**src/rtl/hrsp_pkg.sv**
```systemverilog
// Shared types and constants for the HTTP request stream parser.
`default_nettype none
package hrsp_pkg;
    localparam logic [1:0] KIND_REQLINE = 2'd0;
    localparam logic [1:0] KIND_HEADER  = 2'd1;
    localparam logic [1:0] KIND_DONE    = 2'd2;
    localparam logic [1:0] KIND_ERROR   = 2'd3;

    localparam logic [1:0] ERR_BAD_LINE  = 2'd0;
    localparam logic [1:0] ERR_NO_COLON  = 2'd1;
    localparam logic [1:0] ERR_TOO_MANY  = 2'd2;
    localparam logic [1:0] ERR_PUT_NOLEN = 2'd3;

    localparam logic [7:0] CH_CR    = 8'h0d;
    localparam logic [7:0] CH_LF    = 8'h0a;
    localparam logic [7:0] CH_SP    = 8'h20;
    localparam logic [7:0] CH_TAB   = 8'h09;
    localparam logic [7:0] CH_COLON = 8'h3a;
    localparam logic [7:0] CH_ZERO  = 8'h30;
    localparam logic [7:0] CH_NINE  = 8'h39;

    localparam int KEY_LEN = 14;

    // byte of "Content-Length" at position i
    function automatic logic [7:0] cl_key_byte(input logic [3:0] i);
        logic [7:0] c;
        case (i)
            4'd0: c = 8'h43;  4'd1: c = 8'h6f;  4'd2: c = 8'h6e;  4'd3: c = 8'h74;
            4'd4: c = 8'h65;  4'd5: c = 8'h6e;  4'd6: c = 8'h74;  4'd7: c = 8'h2d;
            4'd8: c = 8'h4c;  4'd9: c = 8'h65;  4'd10: c = 8'h6e; 4'd11: c = 8'h67;
            4'd12: c = 8'h74; 4'd13: c = 8'h68;
            default: c = 8'h00;
        endcase
        return c;
    endfunction

    function automatic logic [7:0] put_byte(input logic [1:0] i);
        logic [7:0] c;
        case (i)
            2'd0: c = 8'h50;
            2'd1: c = 8'h55;
            2'd2: c = 8'h54;
            default: c = 8'h00;
        endcase
        return c;
    endfunction

    // one result beat; widths fixed by the output ports
    typedef struct packed {
        logic [1:0]  kind;
        logic [1:0]  error_code;
        logic [15:0] first_offset;
        logic [15:0] first_length;
        logic [15:0] second_offset;
        logic [15:0] second_length;
        logic [31:0] content_length;
        logic [5:0]  headers_parsed;
        logic [15:0] total_length;
    } t_result;

    // classified byte from the front end
    typedef struct packed {
        logic [7:0] data;
        logic       start;
        logic       is_sp;
        logic       is_blank;
        logic       is_colon;
        logic       is_cr;
        logic       is_lf;
        logic       is_digit;
        logic [3:0] digit;
    } t_cls;
endpackage
`default_nettype wire

```
**src/rtl/http_request_stream_parser_core.sv**
```systemverilog
// Top level of the HTTP request stream parser: config port, front end, back end.
//  channel | dir | handshake       | payload
//  input   | in  | i_valid/o_stall | i_data_byte, i_start_req
//  result  | out | o_valid/i_stall | o_kind .. o_total_length
//  config  | in  | APB             | max_headers @0, put_needs_length @4
// One byte per cycle sustained while the result side does not stall. A byte accepted
// goes into the front-end queue; the back end parses it from there and registers its
// result, if any, in the output register. A stalled result holds the parser; the
// two-entry queue takes beats until it is full, then o_stall rises.
// Reset (synchronous) clears the parser to idle and restores 32 / 1 in the registers.
`default_nettype none
module http_request_stream_parser_core #(
    parameter int MAX_HEADER_SLOTS = 32,
    parameter int OFFSET_BITS      = 16,
    parameter int LENGTH_BITS      = 32
) (
    input  wire         i_clk,
    input  wire         i_rst_n,
    input  wire         i_valid,
    output logic        o_stall,
    input  wire  [7:0]  i_data_byte,
    input  wire         i_start_req,
    output logic        o_valid,
    input  wire         i_stall,
    output logic [1:0]  o_kind,
    output logic [1:0]  o_error_code,
    output logic [15:0] o_first_offset,
    output logic [15:0] o_first_length,
    output logic [15:0] o_second_offset,
    output logic [15:0] o_second_length,
    output logic [31:0] o_content_length,
    output logic [5:0]  o_headers_parsed,
    output logic [15:0] o_total_length,
    input  wire         psel,
    input  wire         penable,
    input  wire         pwrite,
    input  wire  [2:0]  paddr,
    input  wire  [31:0] pwdata,
    output logic [31:0] prdata,
    output logic        pready
);
    localparam logic [2:0] ADDR_MAXH = 3'd0;
    localparam logic [2:0] ADDR_PUT  = 3'd4;

    logic [5:0] r_max_headers;
    logic       r_put_needs;
    logic       q_valid, q_pop;
    hrsp_pkg::t_cls q_data;
    hrsp_pkg::t_result res;

    assign pready = 1'b1;
    always_ff @(posedge i_clk) begin
        if (!i_rst_n) begin
            r_max_headers <= 6'd32;
            r_put_needs   <= 1'b1;
        end else if (psel && penable && pwrite) begin
            if (paddr == ADDR_MAXH) r_max_headers <= pwdata[5:0];
            else if (paddr == ADDR_PUT) r_put_needs <= pwdata[0];
        end
    end
    always_comb begin
        prdata = '0;
        if (paddr == ADDR_MAXH) prdata = {26'd0, r_max_headers};
        else if (paddr == ADDR_PUT) prdata = {31'd0, r_put_needs};
    end

    hrsp_front u_front (
        .i_clk, .i_rst_n, .i_valid, .o_stall, .i_data_byte, .i_start_req,
        .o_q_valid(q_valid), .i_q_pop(q_pop), .o_q_data(q_data)
    );

    hrsp_back #(
        .MAX_HEADER_SLOTS(MAX_HEADER_SLOTS), .OFFSET_BITS(OFFSET_BITS),
        .LENGTH_BITS(LENGTH_BITS)
    ) u_back (
        .i_clk, .i_rst_n, .i_q_valid(q_valid), .o_q_pop(q_pop), .i_q_data(q_data),
        .i_max_headers(r_max_headers), .i_put_needs_length(r_put_needs),
        .o_valid, .i_stall, .o_res(res)
    );

    assign o_kind           = res.kind;
    assign o_error_code     = res.error_code;
    assign o_first_offset   = res.first_offset;
    assign o_first_length   = res.first_length;
    assign o_second_offset  = res.second_offset;
    assign o_second_length  = res.second_length;
    assign o_content_length = res.content_length;
    assign o_headers_parsed = res.headers_parsed;
    assign o_total_length   = res.total_length;
endmodule
`default_nettype wire

```
**src/rtl/hrsp_front.sv**
```systemverilog
// Front end: accepts input beats and classifies each byte into a small queue.
`default_nettype none
module hrsp_front (
    input  wire             i_clk,
    input  wire             i_rst_n,
    input  wire             i_valid,
    output logic            o_stall,
    input  wire  [7:0]      i_data_byte,
    input  wire             i_start_req,
    output logic            o_q_valid,
    input  wire             i_q_pop,
    output hrsp_pkg::t_cls  o_q_data
);
    // two-entry queue
    hrsp_pkg::t_cls r_ent [2];
    logic [1:0] r_cnt;
    logic       r_rd;
    logic       r_wr;
    hrsp_pkg::t_cls w_c;
    logic push;

    always_comb begin
        w_c.data     = i_data_byte;
        w_c.start    = i_start_req;
        w_c.is_sp    = i_data_byte == hrsp_pkg::CH_SP;
        w_c.is_blank = i_data_byte == hrsp_pkg::CH_SP || i_data_byte == hrsp_pkg::CH_TAB;
        w_c.is_colon = i_data_byte == hrsp_pkg::CH_COLON;
        w_c.is_cr    = i_data_byte == hrsp_pkg::CH_CR;
        w_c.is_lf    = i_data_byte == hrsp_pkg::CH_LF;
        w_c.is_digit = i_data_byte >= hrsp_pkg::CH_ZERO && i_data_byte <= hrsp_pkg::CH_NINE;
        w_c.digit    = 4'(i_data_byte - hrsp_pkg::CH_ZERO);
    end

    assign o_stall   = r_cnt == 2'd2;
    assign push      = i_valid && !o_stall;
    assign o_q_valid = r_cnt != 2'd0;
    assign o_q_data  = r_ent[r_rd];

    always_ff @(posedge i_clk) begin
        if (!i_rst_n) begin
            r_cnt <= 2'd0;
            r_rd  <= 1'b0;
            r_wr  <= 1'b0;
        end else begin
            if (push) r_wr <= !r_wr;
            if (i_q_pop && o_q_valid) r_rd <= !r_rd;
            r_cnt <= r_cnt + 2'(push) - 2'(i_q_pop && o_q_valid);
        end
        if (push) r_ent[r_wr] <= w_c;
    end

    a_cnt: assert property (@(posedge i_clk) disable iff (!i_rst_n) r_cnt <= 2'd2)
        else $error("queue count overflow");
    a_full: assert property (@(posedge i_clk) disable iff (!i_rst_n)
        (r_cnt == 2'd2 && !i_q_pop) |=> r_cnt == 2'd2)
        else $error("full queue lost an entry");
    a_empty: assert property (@(posedge i_clk) disable iff (!i_rst_n)
        (r_cnt == 2'd0 && !push) |=> r_cnt == 2'd0)
        else $error("entry appeared without a push");
endmodule
`default_nettype wire

```
**src/rtl/hrsp_back.sv**
```systemverilog
// Back end: parser state machine and registered result beat.
`default_nettype none
module hrsp_back #(
    parameter int MAX_HEADER_SLOTS = 32,
    parameter int OFFSET_BITS      = 16,
    parameter int LENGTH_BITS      = 32
) (
    input  wire               i_clk,
    input  wire               i_rst_n,
    input  wire               i_q_valid,
    output logic              o_q_pop,
    input  hrsp_pkg::t_cls    i_q_data,
    input  wire  [5:0]        i_max_headers,
    input  wire               i_put_needs_length,
    output logic              o_valid,
    input  wire               i_stall,
    output hrsp_pkg::t_result o_res
);
    localparam logic [2:0] PH_IDLE = 3'd0, PH_REQ = 3'd1, PH_HDR = 3'd2,
                           PH_PAY = 3'd3, PH_DONE = 3'd4, PH_ERR = 3'd5;
    localparam logic [LENGTH_BITS-1:0] LEN_MAX = '1;
    localparam logic [LENGTH_BITS-1:0] SAT_TH = LEN_MAX / 10;
    localparam logic [3:0] SAT_DIG = 4'(LEN_MAX % 10);
    localparam logic [6:0] SLOTS = 7'(MAX_HEADER_SLOTS > 63 ? 63 : MAX_HEADER_SLOTS);
    localparam logic [4:0] KEY_END = 5'(hrsp_pkg::KEY_LEN);

    logic [2:0] r_ph, n_ph;
    logic r_pcr, n_pcr, r_skip, n_skip, r_kmatch, n_kmatch, r_lfound, n_lfound;
    logic r_dig, n_dig;
    logic [OFFSET_BITS-1:0] r_off, n_off, r_ls, n_ls, r_fae, n_fae, r_vb, n_vb;
    logic [1:0] r_dlm, n_dlm, r_put, n_put;
    logic [4:0] r_kidx, n_kidx;
    logic [LENGTH_BITS-1:0] r_acc, n_acc, r_rem, n_rem;
    logic [5:0] r_hs, n_hs;
    hrsp_pkg::t_result n_res;
    logic n_emit;

    // the output register frees when empty or taken
    assign o_q_pop = i_q_valid && (!o_valid || !i_stall);

    always_comb begin
        logic [OFFSET_BITS-1:0] cur, nxt, crpos, uri;
        logic eol;
        logic [6:0] limit;
        logic [2:0] ph;
        logic [LENGTH_BITS-1:0] clen;
        hrsp_pkg::t_cls c;
        c = i_q_data;
        n_ph = r_ph; n_pcr = r_pcr; n_skip = r_skip; n_kmatch = r_kmatch;
        n_lfound = r_lfound; n_dig = r_dig; n_off = r_off; n_ls = r_ls; n_fae = r_fae;
        n_vb = r_vb; n_dlm = r_dlm; n_put = r_put; n_kidx = r_kidx; n_acc = r_acc;
        n_rem = r_rem; n_hs = r_hs;
        n_emit = 1'b0;
        n_res = '0;
        if (c.start) begin
            n_pcr = 1'b0; n_off = '0; n_ls = '0; n_dlm = '0; n_kidx = '0; n_kmatch = 1'b1;
            n_skip = 1'b0; n_dig = 1'b0; n_fae = '0; n_vb = '0; n_lfound = 1'b0;
            n_acc = '0; n_hs = '0; n_put = '0; n_rem = '0; n_ph = PH_REQ;
        end
        ph = n_ph;
        cur = n_off;
        nxt = cur + 1'b1;
        crpos = cur - 1'b1;
        uri = n_fae + 1'b1;
        eol = n_pcr && c.is_lf;
        limit = {1'b0, i_max_headers} < SLOTS ? {1'b0, i_max_headers} : SLOTS;
        if (ph == PH_REQ || ph == PH_HDR || ph == PH_PAY) begin
            n_off = nxt;
            n_pcr = c.is_cr;
        end
        unique case (ph)
            PH_PAY: begin
                n_rem = n_rem - 1'b1;
                if (n_rem == '0) begin
                    n_ph = PH_DONE; n_emit = 1'b1;
                    n_res.kind = hrsp_pkg::KIND_DONE;
                    n_res.total_length = 16'(nxt);
                end
            end
            PH_REQ: begin
                if (cur < OFFSET_BITS'(3) && OFFSET_BITS'(n_put) == cur
                    && c.data == hrsp_pkg::put_byte(2'(cur)))
                    n_put = n_put + 2'd1;
                if (eol) begin
                    n_emit = 1'b1;
                    if (n_dlm < 2'd2) begin
                        n_ph = PH_ERR;
                        n_res.kind = hrsp_pkg::KIND_ERROR;
                        n_res.error_code = hrsp_pkg::ERR_BAD_LINE;
                    end else begin
                        n_ph = PH_HDR;
                        n_res.kind = hrsp_pkg::KIND_REQLINE;
                        n_res.first_offset  = 16'(n_ls);
                        n_res.first_length  = 16'(n_fae - n_ls);
                        n_res.second_offset = 16'(uri);
                        n_res.second_length = 16'(n_vb - uri);
                        n_ls = nxt; n_dlm = '0; n_kidx = '0; n_kmatch = 1'b1;
                        n_skip = 1'b0; n_dig = 1'b0;
                    end
                end else if (c.is_sp) begin
                    if (n_dlm == 2'd0) begin n_fae = cur; n_dlm = 2'd1; end
                    else if (n_dlm == 2'd1) begin n_vb = cur; n_dlm = 2'd2; end
                end
            end
            PH_HDR: begin
                if (eol) begin
                    if (crpos == n_ls) begin
                        if (n_put == 2'd3 && i_put_needs_length && !n_lfound) begin
                            n_emit = 1'b1; n_ph = PH_ERR;
                            n_res.kind = hrsp_pkg::KIND_ERROR;
                            n_res.error_code = hrsp_pkg::ERR_PUT_NOLEN;
                        end else begin
                            n_rem = n_lfound ? n_acc : '0;
                            if (n_rem == '0) begin
                                n_emit = 1'b1; n_ph = PH_DONE;
                                n_res.kind = hrsp_pkg::KIND_DONE;
                                n_res.total_length = 16'(nxt);
                            end else n_ph = PH_PAY;
                        end
                    end else if ({1'b0, n_hs} >= limit) begin
                        n_emit = 1'b1; n_ph = PH_ERR;
                        n_res.kind = hrsp_pkg::KIND_ERROR;
                        n_res.error_code = hrsp_pkg::ERR_TOO_MANY;
                    end else if (n_dlm == 2'd0) begin
                        n_emit = 1'b1; n_ph = PH_ERR;
                        n_res.kind = hrsp_pkg::KIND_ERROR;
                        n_res.error_code = hrsp_pkg::ERR_NO_COLON;
                    end else begin
                        n_emit = 1'b1;
                        n_res.kind = hrsp_pkg::KIND_HEADER;
                        n_res.first_offset  = 16'(n_ls);
                        n_res.first_length  = 16'(n_fae - n_ls);
                        n_res.second_offset = 16'(n_vb);
                        n_res.second_length = 16'(crpos - n_vb);
                        n_hs = n_hs + 6'd1;
                        n_ls = nxt; n_dlm = '0; n_kidx = '0; n_kmatch = 1'b1;
                        n_skip = 1'b0; n_dig = 1'b0;
                    end
                end else if (n_dlm == 2'd0) begin
                    if (c.is_colon) begin
                        n_dlm = 2'd1; n_fae = cur; n_vb = nxt; n_skip = 1'b1;
                        if (n_kmatch && n_kidx == KEY_END && !n_lfound) begin
                            n_lfound = 1'b1; n_acc = '0; n_dig = 1'b1;
                        end
                    end else if (n_kidx < KEY_END
                                 && c.data == hrsp_pkg::cl_key_byte(4'(n_kidx))) begin
                        n_kidx = n_kidx + 5'd1;
                    end else n_kmatch = 1'b0;
                end else begin
                    if (n_skip && c.is_blank) n_vb = nxt;
                    else begin
                        n_skip = 1'b0;
                        if (n_dig) begin
                            if (c.is_digit) begin
                                // saturating acc*10+d without a divider
                                if (n_acc > SAT_TH || (n_acc == SAT_TH && c.digit > SAT_DIG))
                                    n_acc = LEN_MAX;
                                else
                                    n_acc = (n_acc << 3) + (n_acc << 1)
                                          + LENGTH_BITS'(c.digit);
                            end else n_dig = 1'b0;
                        end
                    end
                end
            end
            default: ;
        endcase
        clen = n_lfound ? n_acc : '0;
        n_res.content_length = 32'(clen);
        n_res.headers_parsed = n_hs;
    end

    always_ff @(posedge i_clk) begin
        if (!i_rst_n) begin
            r_ph <= PH_IDLE; r_pcr <= 1'b0; r_off <= '0; r_ls <= '0; r_dlm <= '0;
            r_fae <= '0; r_vb <= '0; r_skip <= 1'b0; r_kidx <= '0; r_kmatch <= 1'b1;
            r_lfound <= 1'b0; r_acc <= '0; r_dig <= 1'b0; r_hs <= '0; r_put <= '0;
            r_rem <= '0; o_valid <= 1'b0;
        end else begin
            if (o_q_pop) begin
                r_ph <= n_ph; r_pcr <= n_pcr; r_off <= n_off; r_ls <= n_ls; r_dlm <= n_dlm;
                r_fae <= n_fae; r_vb <= n_vb; r_skip <= n_skip; r_kidx <= n_kidx;
                r_kmatch <= n_kmatch; r_lfound <= n_lfound; r_acc <= n_acc; r_dig <= n_dig;
                r_hs <= n_hs; r_put <= n_put; r_rem <= n_rem;
                o_valid <= n_emit;
            end else if (!i_stall) o_valid <= 1'b0;
        end
        if (o_q_pop && n_emit) o_res <= n_res;
    end

    a_hold: assert property (@(posedge i_clk) disable iff (!i_rst_n)
        (o_valid && i_stall) |=> o_valid && $stable(o_res))
        else $error("stalled result changed");
    a_nopop: assert property (@(posedge i_clk) disable iff (!i_rst_n)
        (o_valid && i_stall) |-> !o_q_pop)
        else $error("popped while result blocked");
    a_hdr: assert property (@(posedge i_clk) disable iff (!i_rst_n)
        {1'b0, r_hs} <= SLOTS)
        else $error("header count beyond slots");
endmodule
`default_nettype wire

```
**config.mk**
```make
export PLATFORM = sky130hd
export DESIGN_NAME = http_request_stream_parser_core
export DESIGN_NICKNAME = d
export VERILOG_FILES = /design/src/rtl/hrsp_pkg.sv /design/src/rtl/http_request_stream_parser_core.sv /design/src/rtl/hrsp_front.sv /design/src/rtl/hrsp_back.sv
export SDC_FILE = /design/constraint.sdc
export NUM_CORES = 1
export LEC_CHECK = 0
export ABC_AREA = 1
export BUFFER_PORTS_ARGS = -buffer_cell sky130_fd_sc_hd__buf_2
export CORE_MARGIN = 2
export CORE_UTILIZATION = 45
export CTS_BUF_LIST = sky130_fd_sc_hd__clkbuf_8 sky130_fd_sc_hd__clkbuf_16
export DETAILED_ROUTE_END_ITERATION = 16
export RECOVER_POWER = 100
export SKIP_CTS_REPAIR_TIMING = 1
export SLEW_MARGIN = 15
export SYNTH_ARGS = -nofsm -noshare
export SYNTH_HDL_FRONTEND = slang
export SYNTH_HIERARCHICAL = 1
export SYNTH_SLANG_ARGS = --single-unit
export TNS_END_PERCENT = 50
```
**constraint.sdc**
```tcl
create_clock -name i_clk -period 8.47 [get_ports i_clk]
set_clock_uncertainty 0.1 [all_clocks]
set_input_delay 1.2705 -clock i_clk [delete_from_list [all_inputs] [get_ports i_clk]]
set_output_delay 1.2705 -clock i_clk [all_outputs]
set_load 0.02 [all_outputs]
```
==> key figures, run 1 <==
Outcome
  • Outcome: finished with violations
  • Violated checks: capacitance limit, slew limit

CTS
  • TritonCTS clock tree: yes
  • Clock transition at path regs: around 0.06 ns
  • Clock Latency Late Sink: 0.57 ns
  • H-tree depth: 2
  • CTS root buffer: clkbuf_16
  • Total CTS buffers: 39
  • Longest Clk Path Bufs: 3
  • Clock sink count: 316

Global route
  • Largest net degree at the start of global routing: 89
  • Total gr overflow: 0
  • Vias in the first global route: between 20000 and 25000
  • Initial antenna violation count: 0
  • First-pass GRT wire length: 139 mm
  • GRT Util Overall: 0.302

Floorplan
  • Core area: 0.0561 sq mm
  • Die width: 242 um
  • Die ar.: approximately 0.06 sq mm
  • IO Pins: around 210
  • Die Y: 242 um
  • Initial Util: 0.453
  • Row Count: 87

Synth
  • Register bit count reported by yosys: 316
  • Leading area contributor after synthesis: edfxtp_1
  • Average size of a mapped cell: 6.72 sq um
  • Synth Warn #: 6
  • EDFF count, synth: 152
  • Ys flop type: dfxtp_1
  • Mapped Area: around 0.025 sq mm
  • Yosys cell types: 68
  • Syn Inst Count: 3777
  • Top cells by area, synth: edfxtp_1 (18%), dfxtp_1 (13%), nand2_1 (13%), a21oi_1 (6.4%), nor2_1 (6.4%)
  • Yosys top cell area share: 0.180
  • Post-synth ARST share: 0
  • Seq/Total Area, Yosys: 0.309

Route
  • DR pass1 iterations: 7
  • Drt drc: 0
  • DRT iter0 DRCs: roughly 2300
  • Routed len/inst: approximately 20 um
  • Routed Antenna Nets: 0
  • Avg Vias per Cell: 5.66
  • Routed WL: around 91 mm
  • Total number of vias: between 20000 and 30000

Cells and area
  • Layout cell share with drive strength beyond 1: 0.0510
  • Nets: 4013
  • Synth-to-Final Area Change: 8.75%
  • Design area: roughly 0.028 sq mm
  • Register area: 0.00785 sq mm
  • Most frequent cells in the layout: nand2_1 (864), nor2_1 (439), inv_1 (433), a21oi_1 (327), o21ai_0 (321)
  • Fill count: 5898
  • Area of the multi-input gates: 0.0150 sq mm
  • Most common cell after layout, fill and taps aside: nand2_1
  • ANT cells: 0
  • Post-Layout Cell Count: 4617

Placement
  • PortBufs: 154
  • Final HPWL DP: between 60 and 70 mm
  • Pre-CTS WS: 2.64 ns
  • Area after DPL: 0.0265 sq mm
  • Placed Cells: 4546
  • Routability congestion estimate: 1.04

Timing
  • Measured slew at the worst slew-check pin: 2.86 ns
  • Setup TNS: 0 ns
  • Period utilization: 0.851
  • Post-layout min period: 7.21 ns
  • Fmax: 0.139 GHz
  • Worst hold slack: 0.360 ns
  • Setup violations, final: 0
  • Slew Limit Fails: between 300 and 400
  • Worst Slack Setup Final: 1.26 ns
  • Rel. slew slack: -0.903
  • RSZ-0062 raised after global routing: false
  • Hold Fails Final Rpt: 0

Worst setup path
  • Critical Path RT: 8.75 ns
  • CP startpoint kind: register
  • R2R Setup Slk: 1.26 ns
  • FF-to-FF path depth: 14
  • WP data arrival: 7.48 ns
  • Crit path capture type: register
  • Worst r2r dst: u_back/r_fae[0]
  • CP max FO: 69
  • WS Path Type: register to register

Run
  • Total of max-cap violations: 6

Power and ir drop
  • VDD IR max: ~0.18 mV
  • PwrDens: 394 mW/mm^2
  • P_leak: 12.2 nW

Min path
  • Hold depth: 2
  • Hold Path Class: register to register
  • Worst hold start: u_back/r_vb[0]
  • Hold path endpoint: u_back/r_vb[0]
-- per-layer routing --
layer	wire, um	global-route usage
met5	0	0
met4	6590	0.197
met1	37600	0.375
met3	5780	0.0434
met2	41300	0.489
-- cells by family after synthesis --
| family | count (synthesis) | share of synthesized area |
|---|---|---|
| simple gates | 1676 | 0.278 |
| compound gates | 921 | 0.207 |
| buf+inv | 639 | 0.105 |
| flops | 316 | 0.309 |
| fa+ha+maj | 131 | 0.0661 |
| xor+xnor | 77 | 0.0266 |
| mux | 15 | 0.00813 |
| other cells | 2 | 0.000296 |
-- report_power, final --
group | total [mW] | internal (mW) | switching [mW]
registers | 2.24 | 1.96 | 0.278
clock network | 1.81 | 1.10 | 0.708
logic | 6.84 | 2.07 | 4.77
-- registers in the layout (all words and copies together), names as in the netlist, 2 cells and up, named ones only --
register / cells
u_back/r_ls: 16
u_back/r_acc: 32
u_back/r_put: 2
u_front/r_cnt: 2
u_back/r_dlm: 2
u_back/r_vb: 16
u_back/r_hs: 6
u_back/r_ph: 3
u_back/o_res: 122
u_back/r_fae: 16
u_back/r_kidx: 5
u_back/r_rem: 32
u_back/r_off: 16
r_max_headers: 6
u_front/r_ent: 30
-- how the worst max path moves through the flow --
stage / slack (ns) / endpoint
final: 1.26 / u_back/r_fae[0]
after global routing: 1.06 / u_back/r_rem[11]
after CTS: 2.62 / u_back/o_res[93]
after detailed placement: 2.64 / u_back/o_res[93]
after global placement: 2.69 / u_back/o_res[93]
after floorplan: 2.63 / u_back/o_res[0]
-- cell type report --
class | count | area share
Clock buffer | 42 | 0.0377
Clock inverter | 29 | 0.0120
Inverter | 446 | 0.0610
Multi-Input combinational cell | 2847 | 0.542
Sequential cell | 316 | 0.284
Tap cell | 756 | 0.0343
Timing Repair Buffer | 181 | 0.0290
-- stage by stage --
step	util	power, mW
6_report	0.492	10.9
5_1_grt	0.492	11.7
4_1_cts	0.497	10.8
3_5_place_dp	0.472	8.93
3_3_place_gp	0.472	8.93
2_1_floorplan	-	7.18
-- worst max-delay path, cell delays in order (launching register included) --
cell and delay [ns]:
dfxtp_1 0.30, buf_4 0.26, mux2_4 0.50, inv_4 0.60, buf_4 0.53, nand2_2 0.16
nor2_4 0.42, inv_1 0.63, nor2_1 0.38, buf_4 0.53, nor2_1 0.40, inv_1 0.68
o2111ai_1 0.91, a22oi_1 0.43, a21oi_1 0.10
-- Yosys cell counts, drive strengths merged, types with 3 or more instances --
| master | instances |
|---|---|
| nand3b | 10 |
| clkbuf | 111 |
| nor2 | 456 |
| ha | 126 |
| a221oi | 30 |
| a21oi | 338 |
| a211oi | 8 |
| mux2 | 15 |
| edfxtp | 152 |
| nor3b | 3 |
| or2 | 5 |
| o41ai | 5 |
| a22oi | 4 |
| xor2 | 57 |
| inv | 443 |
| xnor2 | 20 |
| nand4 | 64 |
| clkinv | 3 |
| a41oi | 5 |
| o21bai | 18 |
| a31oi | 62 |
| and2 | 3 |
| nand3 | 203 |
| a2111oi | 4 |
| nand2 | 887 |
| a21o | 5 |
| buf | 82 |
| o21ai | 328 |
| fa | 5 |
| o21a | 5 |
| o31ai | 6 |
| o22ai | 43 |
| o221ai | 12 |
| dfxtp | 164 |
| o211ai | 39 |
| nor4 | 10 |
| nor3 | 32 |
(Power assumes the default switching activity.)
==> run 2: changes to the inputs <==
--- a/config.mk
+++ b/config.mk
@@ -11,6 +11,7 @@
 export CORE_UTILIZATION = 45
 export CTS_BUF_LIST = sky130_fd_sc_hd__clkbuf_8 sky130_fd_sc_hd__clkbuf_16
 export DETAILED_ROUTE_END_ITERATION = 16
+export PLACE_DENSITY = 0.61
 export RECOVER_POWER = 100
 export SKIP_CTS_REPAIR_TIMING = 1
 export SLEW_MARGIN = 15
==> key figures, run 2 (same netlist as run 1, synthesis figures left out) <==
Timing
  • Period utilization: 0.830
  • Setup TNS: 0 ns
  • Measured slew at the worst slew-check pin: 4.34 ns
  • Worst Slack Setup Final: between 1 and 1.5 ns
  • Setup violations, final: 0
  • Fmax: 0.142 GHz
  • RSZ-0062 raised after global routing: false
  • Hold Fails Final Rpt: 0
  • Slew Limit Fails: 270
  • Worst hold slack: 0.366 ns
  • Rel. slew slack: -1.89
  • Post-layout min period: 7.03 ns

Min path
  • Hold depth: 2
  • Hold path endpoint: u_back/r_vb[0]
  • Worst hold start: u_back/r_vb[0]
  • Hold Path Class: register to register

Global route
  • Initial antenna violation count: 0
  • Vias in the first global route: 23700
  • Total gr overflow: 0
  • GRT Util Overall: 0.302
  • Largest net degree at the start of global routing: 90
  • First-pass GRT wire length: 140 mm

CTS
  • CTS root buffer: clkbuf_16
  • Longest Clk Path Bufs: 3
  • Clock Latency Late Sink: roughly 0.58 ns
  • Clock sink count: approximately 320
  • TritonCTS clock tree: yes
  • H-tree depth: 2
  • Total CTS buffers: 39
  • Clock transition at path regs: around 0.060 ns

Power and ir drop
  • P_leak: between 10 and 15 nW
  • VDD IR max: 0.261 mV
  • PwrDens: 395 mW/mm^2

Placement
  • Placed Cells: 4547
  • PortBufs: 154
  • Pre-CTS WS: 2.63 ns
  • Final HPWL DP: between 60 and 70 mm
  • Routability congestion estimate: 1.00

Route
  • Drt drc: 0
  • DR pass1 iterations: 7
  • Avg Vias per Cell: around 5.7
  • Total number of vias: 26100
  • DRT iter0 DRCs: 2575
  • Routed Antenna Nets: 0
  • Routed len/inst: 19.8 um
  • Routed WL: 91.4 mm

Floorplan
  • Die Y: 242 um
  • Initial Util: 0.453
  • IO Pins: approximately 210
  • Die width: 242 um
  • Row Count: 87
  • Die ar.: 0.0583 sq mm
  • Core area: 0.0561 sq mm

Worst setup path
  • WS Path Type: register to register
  • CP startpoint kind: register
  • R2R Setup Slk: 1.44 ns
  • Critical Path RT: 8.88 ns
  • Worst r2r dst: u_back/r_vb[4]
  • FF-to-FF path depth: 17
  • WP data arrival: around 7.4 ns
  • Critical Path Slowest Stage Cell: clkbuf_2
  • Crit path capture type: register
  • Max incr delay on CP: 1.06 ns
  • CP max FO: 66
  • Most used cell, CP: inv_1
  • Crit-path cells: clkbuf_1, mux2_4, buf_4, nor2_1, clkinv_1, ha_1, clkbuf_2, inv_1, nor2_1, inv_1, nand2_1, nor2_1, inv_1, nand2_1, o221ai_1, o211ai_1, inv_1

Cells and area
  • Largest registers: u_back/o_res x122, u_back/r_acc x32, u_back/r_rem x32
  • Fill count: 5911
  • Post-Layout Cell Count: 4619
  • Largest Register: u_back/o_res
  • Nets: about 4000
  • ANT cells: 0
  • Max reg flops: approximately 120
  • Most common cell after layout, fill and taps aside: nand2_1
  • Layout cell share with drive strength beyond 1: 0.0497
  • Synth-to-Final Area Change: 8.62%
  • Finished Core Util: 0.492
  • Most frequent cells in the layout: nand2_1 (864), nor2_1 (438), inv_1 (433), a21oi_1 (329), o21ai_0 (321)

Run
  • Total of max-cap violations: 4

Outcome
  • Violated checks: capacitance limit, slew limit
  • Outcome: finished with violations
-- run 2: cell types whose count changed in the layout (fill, tap and decap cells not counted), moves of 2 or more --
| cell | previous run | this run |
|---|---|---|
| a21oi_1 | 327 | 329 |
| a21oi_2 | 11 | 9 |
| clkbuf_1 | 142 | 145 |
| clkbuf_8 | 1 | 3 |
| clkinvlp_4 | 5 | 2 |
| inv_6 | 1 | 3 |
| nor2_4 | 5 | 7 |
-- run 2: cell type report --
cell class / count / area (sq um) / area share
clock buffer: 43 / 1040 / 0.0378
clock inverter: 29 / 315 / 0.0114
inverter: 446 / 1680 / 0.0610
multi-input combinational: 2847 / 15000 / 0.542
sequential: 316 / 7850 / 0.285
tap: 756 / 946 / 0.0343
timing repair buffer: 182 / 785 / 0.0285
-- run 2: how the worst max path moves through the flow --
stage | start | end | slack, ns | cells after the start
final | register | u_back/r_vb[4] | 1.44 | 17
after global routing | register | u_back/r_rem[8] | 1.09 | 20
after CTS | register | u_back/o_res[121] | 2.62 | 19
after detailed placement | register | u_back/o_res[119] | 2.63 | 19
after global placement | register | u_back/o_res[121] | 2.65 | 19
after floorplan | register | u_back/o_res[0] | 2.63 | 22
-- run 2: metrics by stage --
step	total power, mW	cell area, sq um
floorplan	7.18	25500
global placement	8.93	26500
detailed placement	8.94	26500
CTS	10.8	27800
global route	11.8	27600
finish	10.9	27600
-- run 2: metal layers --
metal  track usage  share of wire  vias to the layer above
met5             0              0                        -
met4         0.198          0.071                        0
met3        0.0402          0.068                      261
met2         0.477           0.44                     1063
met1         0.389           0.42                    12000
li1              -              -                    12800
-- run 2: critical path, delay by kind of cell, from the launching register on --
family	cells	cell delay, ns
AO/OA/AOI/OAI	2	0.30
adder cells (fa/ha/maj)	1	0.20
buffers and inverters	8	4.02
flip-flops	1	0.30
multiplexers	1	0.34
AND/OR/NAND/NOR	5	1.65
-- run 2: power breakdown --
part | switching [mW] | internal (mW)
clock network | 0.718 | 1.07
logic | 4.78 | 2.07
registers | 0.278 | 1.96
